File: src/rtl/gzhp_pkg.sv
package gzhp_pkg;

	localparam int POSITION_BITS_DEF = 32;
	localparam int FIXED_LEN = 10;
	localparam int XLEN_END = 12;

	localparam logic [7:0] ID1 = 8'h1F;
	localparam logic [7:0] ID2 = 8'h8B;
	localparam logic [7:0] CM_DEFLATE = 8'h08;

	localparam logic [7:0] FL_HCRC = 8'h02;
	localparam logic [7:0] FL_EXTRA = 8'h04;
	localparam logic [7:0] FL_NAME = 8'h08;
	localparam logic [7:0] FL_COMMENT = 8'h10;
	localparam logic [7:0] FL_RESERVED = 8'hE0;

	typedef enum logic [3:0] {
		PH_FIXED = 4'd0,
		PH_XLEN_LO = 4'd1,
		PH_XLEN_HI = 4'd2,
		PH_EXTRA = 4'd3,
		PH_NAME = 4'd4,
		PH_COMMENT = 4'd5,
		PH_HCRC_A = 4'd6,
		PH_HCRC_B = 4'd7,
		PH_SWALLOW = 4'd8,
		PH_DONE = 4'd15
	} phase_t;

	typedef enum logic [1:0] {
		ST_OK = 2'd0,
		ST_NEED = 2'd1,
		ST_CORRUPT = 2'd2,
		ST_UNSUPPORTED = 2'd3
	} status_t;

	typedef struct packed {
		logic [7:0] data_byte;
		logic end_of_input;
	} in_item_t;

	typedef struct packed {
		status_t status;
		logic [31:0] hdr_size;
		logic [31:0] bytes_needed;
	} out_item_t;

	function automatic phase_t next_phase(input phase_t from, input logic [7:0] flg);
		phase_t nxt;
		nxt = PH_DONE;
		if (from < PH_XLEN_LO && (flg & FL_EXTRA) != 8'h00) begin
			nxt = PH_XLEN_LO;
		end else if (from < PH_NAME && (flg & FL_NAME) != 8'h00) begin
			nxt = PH_NAME;
		end else if (from < PH_COMMENT && (flg & FL_COMMENT) != 8'h00) begin
			nxt = PH_COMMENT;
		end else if (from < PH_HCRC_A && (flg & FL_HCRC) != 8'h00) begin
			nxt = PH_HCRC_A;
		end
		return nxt;
	endfunction

endpackage

File: src/rtl/gzip_member_header_parser.sv
// channel | valid      | ready      | word
// --------+------------+------------+------------------------------------------
// input   | byte_valid | byte_ready | byte_word (data_byte, end_of_input)
// result  | res_valid  | res_ready  | res_word  (status, hdr_size, bytes_needed)
//
// One word per cycle while the result register is free or being taken; a word lands in the
// input register when accepted, and its result, if any, is registered when that word advances.
// The parse state advances only while the result register is free or being taken.
// A stalled result holds the input register; byte_ready stays high while it is empty.
// Reset clears the parse state and both valid flags.
module gzip_member_header_parser import gzhp_pkg::*; #(
	parameter int POSITION_BITS = POSITION_BITS_DEF
) (
	input logic clk,
	input logic arst_n,
	input logic byte_valid,
	output logic byte_ready,
	input in_item_t byte_word,
	output logic res_valid,
	input logic res_ready,
	output out_item_t res_word
);

	logic valid_s1;
	in_item_t word_s1;
	logic adv;
	logic emit;
	out_item_t res;
	logic res_valid_q;
	out_item_t res_q;

	assign adv = valid_s1 && (!res_valid_q || res_ready);
	assign byte_ready = !valid_s1 || adv;

	gzhp_step #(
		.POSITION_BITS(POSITION_BITS)
	) u_step (
		.clk(clk),
		.arst_n(arst_n),
		.fire(adv),
		.word(word_s1),
		.emit(emit),
		.res(res)
	);

	always_ff @(posedge clk or negedge arst_n) begin
		if (!arst_n) begin
			valid_s1 <= 1'b0;
		end else if (byte_valid && byte_ready) begin
			valid_s1 <= 1'b1;
		end else if (adv) begin
			valid_s1 <= 1'b0;
		end
	end

	always_ff @(posedge clk) begin
		if (byte_valid && byte_ready) word_s1 <= byte_word;
	end

	always_ff @(posedge clk or negedge arst_n) begin
		if (!arst_n) begin
			res_valid_q <= 1'b0;
		end else if (adv && emit) begin
			res_valid_q <= 1'b1;
		end else if (res_ready) begin
			res_valid_q <= 1'b0;
		end
	end

	always_ff @(posedge clk) begin
		if (adv && emit) res_q <= res;
	end

	assign res_valid = res_valid_q;
	assign res_word = res_q;

	a_ok_sizes: assert property (@(posedge clk) disable iff (!arst_n)
		res_valid_q && res_q.status == ST_OK |-> res_q.hdr_size == res_q.bytes_needed)
		else $error("ok result with differing sizes");

	a_err_zero: assert property (@(posedge clk) disable iff (!arst_n)
		res_valid_q && (res_q.status == ST_CORRUPT || res_q.status == ST_UNSUPPORTED)
		|-> res_q.hdr_size == 32'd0 && res_q.bytes_needed == 32'd0)
		else $error("error result with nonzero sizes");

	a_need_hdr: assert property (@(posedge clk) disable iff (!arst_n)
		res_valid_q && res_q.status == ST_NEED |-> res_q.hdr_size == 32'd0)
		else $error("need_more result with header size");

	a_hold_s1: assert property (@(posedge clk) disable iff (!arst_n)
		valid_s1 && !adv |=> valid_s1 && $stable(word_s1))
		else $error("input register lost a stalled word");

	a_emit_valid: assert property (@(posedge clk) disable iff (!arst_n)
		adv && emit |=> res_valid_q)
		else $error("emitted result not registered");

endmodule

File: src/rtl/gzhp_step.sv
module gzhp_step import gzhp_pkg::*; #(
	parameter int POSITION_BITS = POSITION_BITS_DEF
) (
	input logic clk,
	input logic arst_n,
	input logic fire,
	input in_item_t word,
	output logic emit,
	output out_item_t res
);

	localparam int P = POSITION_BITS;

	phase_t ph_q, ph_n;
	logic [P-1:0] pos_q, pos_inc, pos_n;
	logic [7:0] flags_q, flags_n;
	status_t err_q, err_n;
	logic [7:0] low_q, low_n;
	logic [15:0] rem_q, rem_n;

	logic [7:0] b;
	logic [16:0] need_add;
	logic [P:0] need_sum;
	logic [P-1:0] need_sat;
	logic [63:0] pos_wide, need_wide;

	assign b = word.data_byte;
	assign pos_inc = (pos_q == '1) ? pos_q : pos_q + P'(1);

	always_comb begin
		ph_n = ph_q;
		pos_n = pos_inc;
		flags_n = flags_q;
		err_n = err_q;
		low_n = low_q;
		rem_n = rem_q;
		emit = 1'b0;
		res.status = ST_OK;
		res.hdr_size = 32'd0;
		res.bytes_needed = 32'd0;
		need_add = 17'd2;
		need_sum = '0;
		need_sat = '0;
		pos_wide = 64'(pos_inc);
		need_wide = '0;

		unique case (ph_q)
			PH_FIXED: begin
				priority if ((pos_q == P'(0) && b != ID1) || (pos_q == P'(1) && b != ID2)) begin
					if (err_n == ST_OK) err_n = ST_CORRUPT;
				end else if (pos_q == P'(2) && b != CM_DEFLATE) begin
					if (err_n == ST_OK) err_n = ST_UNSUPPORTED;
				end else if (pos_q == P'(3)) begin
					flags_n = b;
					if ((b & FL_RESERVED) != 8'h00 && err_n == ST_OK) err_n = ST_CORRUPT;
				end
				if (pos_inc >= P'(FIXED_LEN)) begin
					if (err_n != ST_OK) begin
						emit = 1'b1;
						res.status = err_n;
						ph_n = PH_SWALLOW;
					end else begin
						ph_n = next_phase(PH_FIXED, flags_n);
					end
				end
			end
			PH_XLEN_LO: begin
				low_n = b;
				ph_n = PH_XLEN_HI;
			end
			PH_XLEN_HI: begin
				rem_n = {b, low_q};
				ph_n = (rem_n == 16'd0) ? next_phase(PH_EXTRA, flags_q) : PH_EXTRA;
			end
			PH_EXTRA: begin
				rem_n = rem_q - 16'd1;
				if (rem_n == 16'd0) ph_n = next_phase(PH_EXTRA, flags_q);
			end
			PH_NAME, PH_COMMENT: begin
				if (b == 8'h00) ph_n = next_phase(ph_q, flags_q);
			end
			PH_HCRC_A: ph_n = PH_HCRC_B;
			PH_HCRC_B: ph_n = PH_DONE;
			default: ph_n = PH_SWALLOW;
		endcase

		if (ph_n == PH_DONE) begin
			emit = 1'b1;
			res.status = ST_OK;
			res.hdr_size = pos_wide[31:0];
			res.bytes_needed = pos_wide[31:0];
			ph_n = PH_SWALLOW;
		end

		if (word.end_of_input) begin
			if (!emit && ph_n != PH_SWALLOW) begin
				unique case (ph_n)
					PH_EXTRA: need_add = 17'(rem_n) + 17'd1;
					PH_HCRC_A: need_add = 17'd3;
					default: need_add = 17'd2;
				endcase
				need_sum = {1'b0, pos_q} + (P+1)'(need_add);
				need_sat = need_sum[P] ? '1 : need_sum[P-1:0];
				priority if (ph_n == PH_FIXED) begin
					need_wide = 64'(FIXED_LEN);
				end else if (ph_n == PH_XLEN_LO || ph_n == PH_XLEN_HI) begin
					need_wide = 64'(XLEN_END);
				end else begin
					need_wide = 64'(need_sat);
				end
				emit = 1'b1;
				res.status = ST_NEED;
				res.hdr_size = 32'd0;
				res.bytes_needed = need_wide[31:0];
			end
			ph_n = PH_FIXED;
			pos_n = '0;
			flags_n = 8'h00;
			err_n = ST_OK;
			low_n = 8'h00;
			rem_n = 16'd0;
		end
	end

	always_ff @(posedge clk or negedge arst_n) begin
		if (!arst_n) begin
			ph_q <= PH_FIXED;
			pos_q <= '0;
			flags_q <= 8'h00;
			err_q <= ST_OK;
			low_q <= 8'h00;
			rem_q <= 16'd0;
		end else if (fire) begin
			ph_q <= ph_n;
			pos_q <= pos_n;
			flags_q <= flags_n;
			err_q <= err_n;
			low_q <= low_n;
			rem_q <= rem_n;
		end
	end

endmodule
File: config.mk
export PLATFORM = sky130hd
export DESIGN_NAME = gzip_member_header_parser
export DESIGN_NICKNAME = d
export VERILOG_FILES = /design/src/rtl/gzhp_pkg.sv /design/src/rtl/gzip_member_header_parser.sv /design/src/rtl/gzhp_step.sv
export SDC_FILE = /design/constraint.sdc
export NUM_CORES = 1
export LEC_CHECK = 0
export BUFFER_PORTS_ARGS = -buffer_cell sky130_fd_sc_hd__buf_2
export CORE_MARGIN = 1.5
export CORE_UTILIZATION = 65
export CTS_BUF_LIST = sky130_fd_sc_hd__clkbuf_4 sky130_fd_sc_hd__clkbuf_8
export DETAILED_ROUTE_END_ITERATION = 8
export PLACE_DENSITY = 0.86
export SKIP_LAST_GASP = 1
export SYNTH_ARGS = -nofsm -noshare
export SYNTH_HDL_FRONTEND = slang
export SYNTH_SLANG_ARGS = --single-unit
File: constraint.sdc
create_clock -name clk -period 12.1 [get_ports clk]
set_input_delay 1.21 -clock clk [delete_from_list [all_inputs] [get_ports clk]]
set_output_delay 1.21 -clock clk [all_outputs]
set_load 0.05 [all_outputs]
==> results_dict.tcl, run 1 <==
set metrics [dict create \
    final_cell_mix "135 x nor2_1, 101 x nand2_1, 80 x buf_2" \
    post_cts_resized 0 \
    gp_congestion 1.00 \
    clk_latency_ns 0.47 \
    setup_tns_ns 0 \
    wl_mm 29.0 \
    power.density_nw_per_um2 283 \
    cp.required_ns 12.39 \
    total_power_mw 3.03 \
    cts_tree "done" \
    tightestPinTransition_ns 1.29 \
    crit_fanout 17 \
    fp.dieW_um 127 \
    drc 0 \
    cts-hold-fix-buffers 0 \
    yosys.area.top_type "edfxtp_1" \
    start_util_pct 66.2 \
    grt_first_pass_wirelength_mm 45.3 \
    ys_types 77 \
    coreArea_um2 15100 \
    cts.sinks 143 \
    cts_setup_buffers 0 \
    dpl.hpwl_mm 19.7 \
    rsz0062_at_grt "no" \
    pin_count 81 \
    synth_edf_count 75 \
    hold_path_class "flop to flop" \
    fmax_ghz 0.107 \
    setup_viol 0 \
    finalCriticalPeriod_ns 9.34 \
    io_buffers 80 \
    avgSynthCellArea_um2 8.86 \
    synth-seq-cells 143 \
    die_h_um 127 \
    grt_max_degree 69 \
    root_buffer "clkbuf_8" \
    finalHoldViolCount 0 \
    hold_ws_ns 0.547 \
    p_leak_nw 4.08 \
    crit_arrival_ns 9.63 \
    via_per_inst 6.93 \
    fin_util_pct 71.0 \
    core.rowCount 45 \
    layout-drive-gt1-share_pct 13.7 \
    syn-num-nets 1165 \
    synth_seq_area_share_pct 39.6 \
    ir_worst_vdd_mv 0.310 \
    area_delta_synth_final_pct 7.37 \
    status "finished, final reports clean" \
    vias 9355 \
    final-seq-area_um2 3950 \
    drt_pass1_iterations 5 \
    skew_ns 0.0104 \
    endpoint_kind "flop" \
    clockBufferDepth 2 \
    drt_iter0_markers 1402 \
    htree_levels 4 \
    grt.overflow.total 0 \
    crit_type "flop to flop" \
    grt.total_usage_pct 36.4 \
    cts_made_buffers 17 \
    drt-wirelength-per-cell_um 21.5 \
    synthTopCellsByArea "edfxtp_1 23%, dfrtp_1 17%, nor2_1 5.1%" \
    synth_warnings 0 \
    path_clk_slew_ns 0.09 \
    period_share_pct 77.2 \
    dieArea_um2 16100 \
    layout_commonest_cell "nor2_1" \
    async_reset_ff_share_pct 47.6 \
    relSlewSlack_pct 13.8 \
    cp-start-kind "flop" \
    synth_area_um2 9980 \
    maxSlewViolCount 0 \
    stdcell_count 1349 \
    synth.top_cell.area_share_pct 22.6 \
    insertedDiodeCount 0 \
    numPlacedInstances 1317 \
    drtAntennaViolNets 0 \
    antenna_found_initial 0 \
    multi_input_area_um2 5580 \
    netlist_instances 1127 \
    fin_nets 1186 \
    synth_ff_type "edfxtp_1" \
    grt_pass1_vias 8504 \
    fillers 1198 \
    drv_cap 0 \
]
## final timing paths
check                                 from               end  slack, ns  depth (start not counted)
min                        u_step.low_q[7]   u_step.low_q[7]       0.55                          1
max in group asynchronous           arst_n  u_step.pos_q[13]      10.50                          2
max                        u_step.pos_q[0]       res_word[5]       2.76                         22
min in group asynchronous           arst_n   u_step.low_q[3]       0.97                          2
max reg2reg                u_step.pos_q[0]       res_word[5]       2.76                         22
min reg2reg                u_step.low_q[7]   u_step.low_q[7]       0.55                          1
## report_power, final
group	switching [mW]	internal (mW)
Sequential	0.145	0.727
Combinational	1.31	0.469
Clock	0.209	0.177
Total	1.66	1.37
## worst max-delay path, cell delays in order (launching register included)
cell       delay [ns]
dfrtp_1          0.51
ha_1             0.50
nand4_1          0.33
nor4_1           0.95
nand2_1          0.42
a2111oi_0        0.74
o2111ai_1        0.19
nor4_2           0.40
a211oi_2         0.21
nor2_1           0.51
nand4bb_1        0.70
nor2_1           0.31
ha_1             0.21
nor2b_1          0.18
o31a_1           0.16
o21ai_0          0.13
a211oi_1         0.39
o31ai_1          0.17
a21oi_1          0.86
nor2b_1          0.62
buf_4            0.35
nor2_1           0.08
o32ai_1          0.23
## cell usage after synthesis, types with 6 or more instances
master      n
o22ai_1    19
mux2i_1    16
buf_2      17
a22o_1     18
a21oi_1    61
and3_1     12
o31a_1      6
nand2b_1   11
and2_1     16
nand3_1    35
inv_1      22
ha_1       24
a31oi_1    12
o21ai_0    71
nor3_1     31
or3_1      15
o31ai_1     9
nor4_1     16
nand4_1    22
dfrtp_1    68
nor2b_1    17
xor2_1     20
o21a_1     12
clkbuf_1   60
a21o_1     13
and4_1      9
o32ai_1     6
o32ai_2    19
a211oi_1   14
xnor2_1    34
nand2_1   102
nor2_1    135
edfxtp_1   75
## state kept, by name, indices dropped and copies added (netlist names)
signal	cells
u_step.pos_q	32
res_word	66
valid_s1	1
res_valid	1
word_s1	9
u_step.flags_q	4
u_step.low_q	8
u_step.ph_q	4
u_step.err_q	2
u_step.rem_q	16
## final cells by class
class                           count  area share (%)
Sequential cell                   143            36.9
Clock inverter                     13            1.18
Multi-Input combinational cell    873            52.0
Tap cell                          188            2.19
Inverter                           22           0.770
Timing Repair Buffer               91            4.51
Clock buffer                       19            2.44
## stage by stage
step	instance area [um^2]	setup WS [ns]
final	10700	2.76
after CTS	10700	3.26
after global placement	10300	3.61
after global routing	10700	2.22
after detailed placement	10300	3.35
after floorplan	9980	5.19
## routing by layer
layer	part of all wire (%)	GRT usage [%]	wire [um]
met3	11	8.27	3080
met2	44	54.0	12900
met5	0	0	0
met4	3.5	15.6	1010
met1	42	51.5	12100
## kinds of logic (layout without fill, tap and decap cells)
family | after synthesis | count (layout) | synth area share (%)
compound gates | 324 | 324 | 23.4
xor+xnor | 54 | 54 | 4.74
fa+ha+maj | 25 | 25 | 3.21
buf+inv | 111 | 145 | 4.81
flops | 143 | 143 | 39.6
mux | 16 | 16 | 1.60
simple gates | 454 | 454 | 22.6
Power figures use the tool's default switching activity.
==> run 2: changes to the inputs <==
--- a/config.mk
+++ b/config.mk
@@ -7,10 +7,10 @@
 export LEC_CHECK = 0
 export BUFFER_PORTS_ARGS = -buffer_cell sky130_fd_sc_hd__buf_2
 export CORE_MARGIN = 1.5
-export CORE_UTILIZATION = 65
+export CORE_UTILIZATION = 63
 export CTS_BUF_LIST = sky130_fd_sc_hd__clkbuf_4 sky130_fd_sc_hd__clkbuf_8
 export DETAILED_ROUTE_END_ITERATION = 8
-export PLACE_DENSITY = 0.86
+export PLACE_DENSITY = 0.83
 export SKIP_LAST_GASP = 1
 export SYNTH_ARGS = -nofsm -noshare
 export SYNTH_HDL_FRONTEND = slang
==> constraint.sdc (replaced) <==
create_clock -name clk -period 9.5 [get_ports clk]
set_input_delay 0.95 -clock clk [delete_from_list [all_inputs] [get_ports clk]]
set_output_delay 0.95 -clock clk [all_outputs]
set_load 0.05 [all_outputs]
==> results_dict.tcl, run 2 (synthesis results as in run 1) <==
set metrics [dict create \
    period_share_pct 91.0 \
    finalCriticalPeriod_ns 8.65 \
    drc 0 \
    cts_setup_buffers 0 \
    r2r_setup_slack_ns 0.85 \
    min_delay_worst_endpoint "u_step.low_q[7]" \
    status "finished, final reports clean" \
    crit_arrival_ns 8.94 \
    area_delta_synth_final_pct 8.18 \
    setup_viol 0 \
    vias 9287 \
    start_util_pct 65.2 \
    drt_iter0_markers 1262 \
    maxSlewViolCount 0 \
    layout-drive-gt1-share_pct 14.3 \
    htree_levels 4 \
    crit_path_max_incr_delay_ns 0.82 \
    crit_buf_inv 1 \
    io_buffers 80 \
    switching_power_mw 2.12 \
    grt_first_pass_wirelength_mm 45.3 \
    antenna_found_initial 0 \
    rr_startpoint "u_step.pos_q[0]" \
    clockBufferDepth 2 \
    pre_cts_slack_ns 0.632 \
    path_clk_slew_ns 0.10 \
    cp.required_ns 9.79 \
    layout_commonest_cell "nor2_1" \
    p_leak_nw 4.11 \
    p_int_mw 1.75 \
    core.rowCount 45 \
    post_cts_resized 0 \
    grt.total_usage_pct 35.8 \
    setup_tns_ns 0 \
    crit_path_frequent_cell "nor2_1" \
    fmax_ghz 0.116 \
    critPathSlowestCell "nor2b_1" \
    power.density_nw_per_um2 358 \
    grt_max_degree 69 \
    rr_endpoint "res_word[11]" \
    endpoint_kind "flop" \
    clockPowerShare_pct 13.0 \
    pin_count 81 \
    tightestPinTransition_ns 1.16 \
    cts_tree "done" \
    drt-wirelength-per-cell_um 21.3 \
    clk_latency_ns 0.47 \
    cp_cell_sequence "ha_1, nand4_1, nor4_2, nand2_1, a2111oi_0, o2111ai_1, nor4_2, a211oi_2, nor2_1, nand4bb_1, nor2_1, ha_1, nor2b_1, o31a_1, o21ai_0, a211oi_1, o31ai_1, a21oi_2, nor2b_1, buf_4, nor2_1, o32ai_2" \
    dieArea_um2 16600 \
    crit_fanout 17 \
    cp-start-kind "flop" \
    fin_nets 1190 \
    hold_path_class "flop to flop" \
    final_cell_mix "135 x nor2_1, 101 x nand2_1, 80 x buf_2" \
    numPlacedInstances 1344 \
    gp_congestion 0.997 \
    cts-hold-fix-buffers 0 \
    fin_ws_ns 0.854 \
    rsz0062_at_grt "no" \
    drv_cap 0 \
    whs_path_depth 1 \
    drtAntennaViolNets 0 \
    wl_mm 29.3 \
    relSlewSlack_pct 22.3 \
    die_h_um 129 \
    drt_pass1_iterations 6 \
    grt.overflow.total 0 \
    coreArea_um2 15300 \
    cts.sinks 143 \
    ir_worst_vdd_mv 0.414 \
    cts_made_buffers 17 \
    crit_type "flop to flop" \
    path_delay_family "simple AND/OR/NAND/NOR gates" \
    switching_share_pct 54.7 \
    via_per_inst 6.75 \
    largest_reg_flops 66 \
    skew_ns 0.0167 \
    dpl.hpwl_mm 20.1 \
    root_buffer "clkbuf_8" \
    fp.dieW_um 129 \
    min_from "u_step.low_q[7]" \
    seqPwrFrac_pct 28.6 \
    comb_power_share_pct 58.4 \
    grt_pass1_vias 8387 \
    rr_worst_depth 22 \
    stdcell_count 1376 \
    finalHoldViolCount 0 \
    insertedDiodeCount 0 \
]
## run 2: how the worst max path moves through the flow
stage / startpoint / endpoint / slack, ns / cells past startpoint
6_report: u_step.pos_q[0] / res_word[11] / 0.85 / 22
5_1_grt: u_step.pos_q[0] / res_word[10] / 0.21 / 22
4_1_cts: u_step.pos_q[0] / res_word[10] / 0.55 / 22
3_5_place_dp: u_step.pos_q[0] / res_word[10] / 0.63 / 22
3_3_place_gp: u_step.pos_q[0] / res_word[10] / 0.96 / 22
2_1_floorplan: u_step.pos_q[0] / res_word[0] / 2.59 / 12
## run 2: routing by layer
metal,vias to the layer above,global-route usage (%),part of all wire (%)
li1,4261,-,-
met1,4399,50.7,42
met2,557,53.8,44
met3,70,8.40,11
met4,0,13.4,3.0
met5,-,0,0
## run 2: per-stage QoR
step / area, um^2 / utilization [%] / power (mW) / hold slack [ns]
after floorplan: 9980 / - / 2.82 / 0.474
after CTS: 10800 / 70.4 / 3.84 / 0.522
after global routing: 10800 / 70.5 / 4.06 / 0.560
after detailed placement: 10400 / 67.8 / 3.33 / 0.496
after global placement: 10400 / 67.8 / 3.30 / 0.492
final: 10800 / 70.5 / 3.87 / 0.528
## run 2: power groups by stage
stage	sequential [mW]	clock, mW	combinational [mW]
2_1_floorplan	1.52	0	1.30
5_1_grt	1.13	0.523	2.41
3_3_place_gp	1.10	0	2.20
3_5_place_dp	1.11	0	2.22
4_1_cts	1.10	0.501	2.23
6_report	1.11	0.502	2.26
## run 2: worst reg2reg max path, cell delays in order (launching register included)
cell,delay (ns)
dfrtp_1,0.51
ha_1,0.44
nand4_1,0.34
nor4_2,0.62
nand2_1,0.33
a2111oi_0,0.61
o2111ai_1,0.18
nor4_2,0.42
a211oi_2,0.21
nor2_1,0.57
nand4bb_1,0.63
nor2_1,0.26
ha_1,0.21
nor2b_1,0.21
o31a_1,0.17
o21ai_0,0.15
a211oi_1,0.43
o31ai_1,0.19
a21oi_2,0.55
nor2b_1,0.82
buf_4,0.33
nor2_1,0.08
o32ai_2,0.20
## run 2: layout make-up
class / count / area, um^2
multi-input cells: 873 / 5590
fillers: 1206 / 4520
flip-flops and latches: 143 / 3950
repair buffers: 95 / 513
well taps: 211 / 264
clock buffers: 18 / 248
clock inverters: 14 / 153
inverters: 22 / 82.6
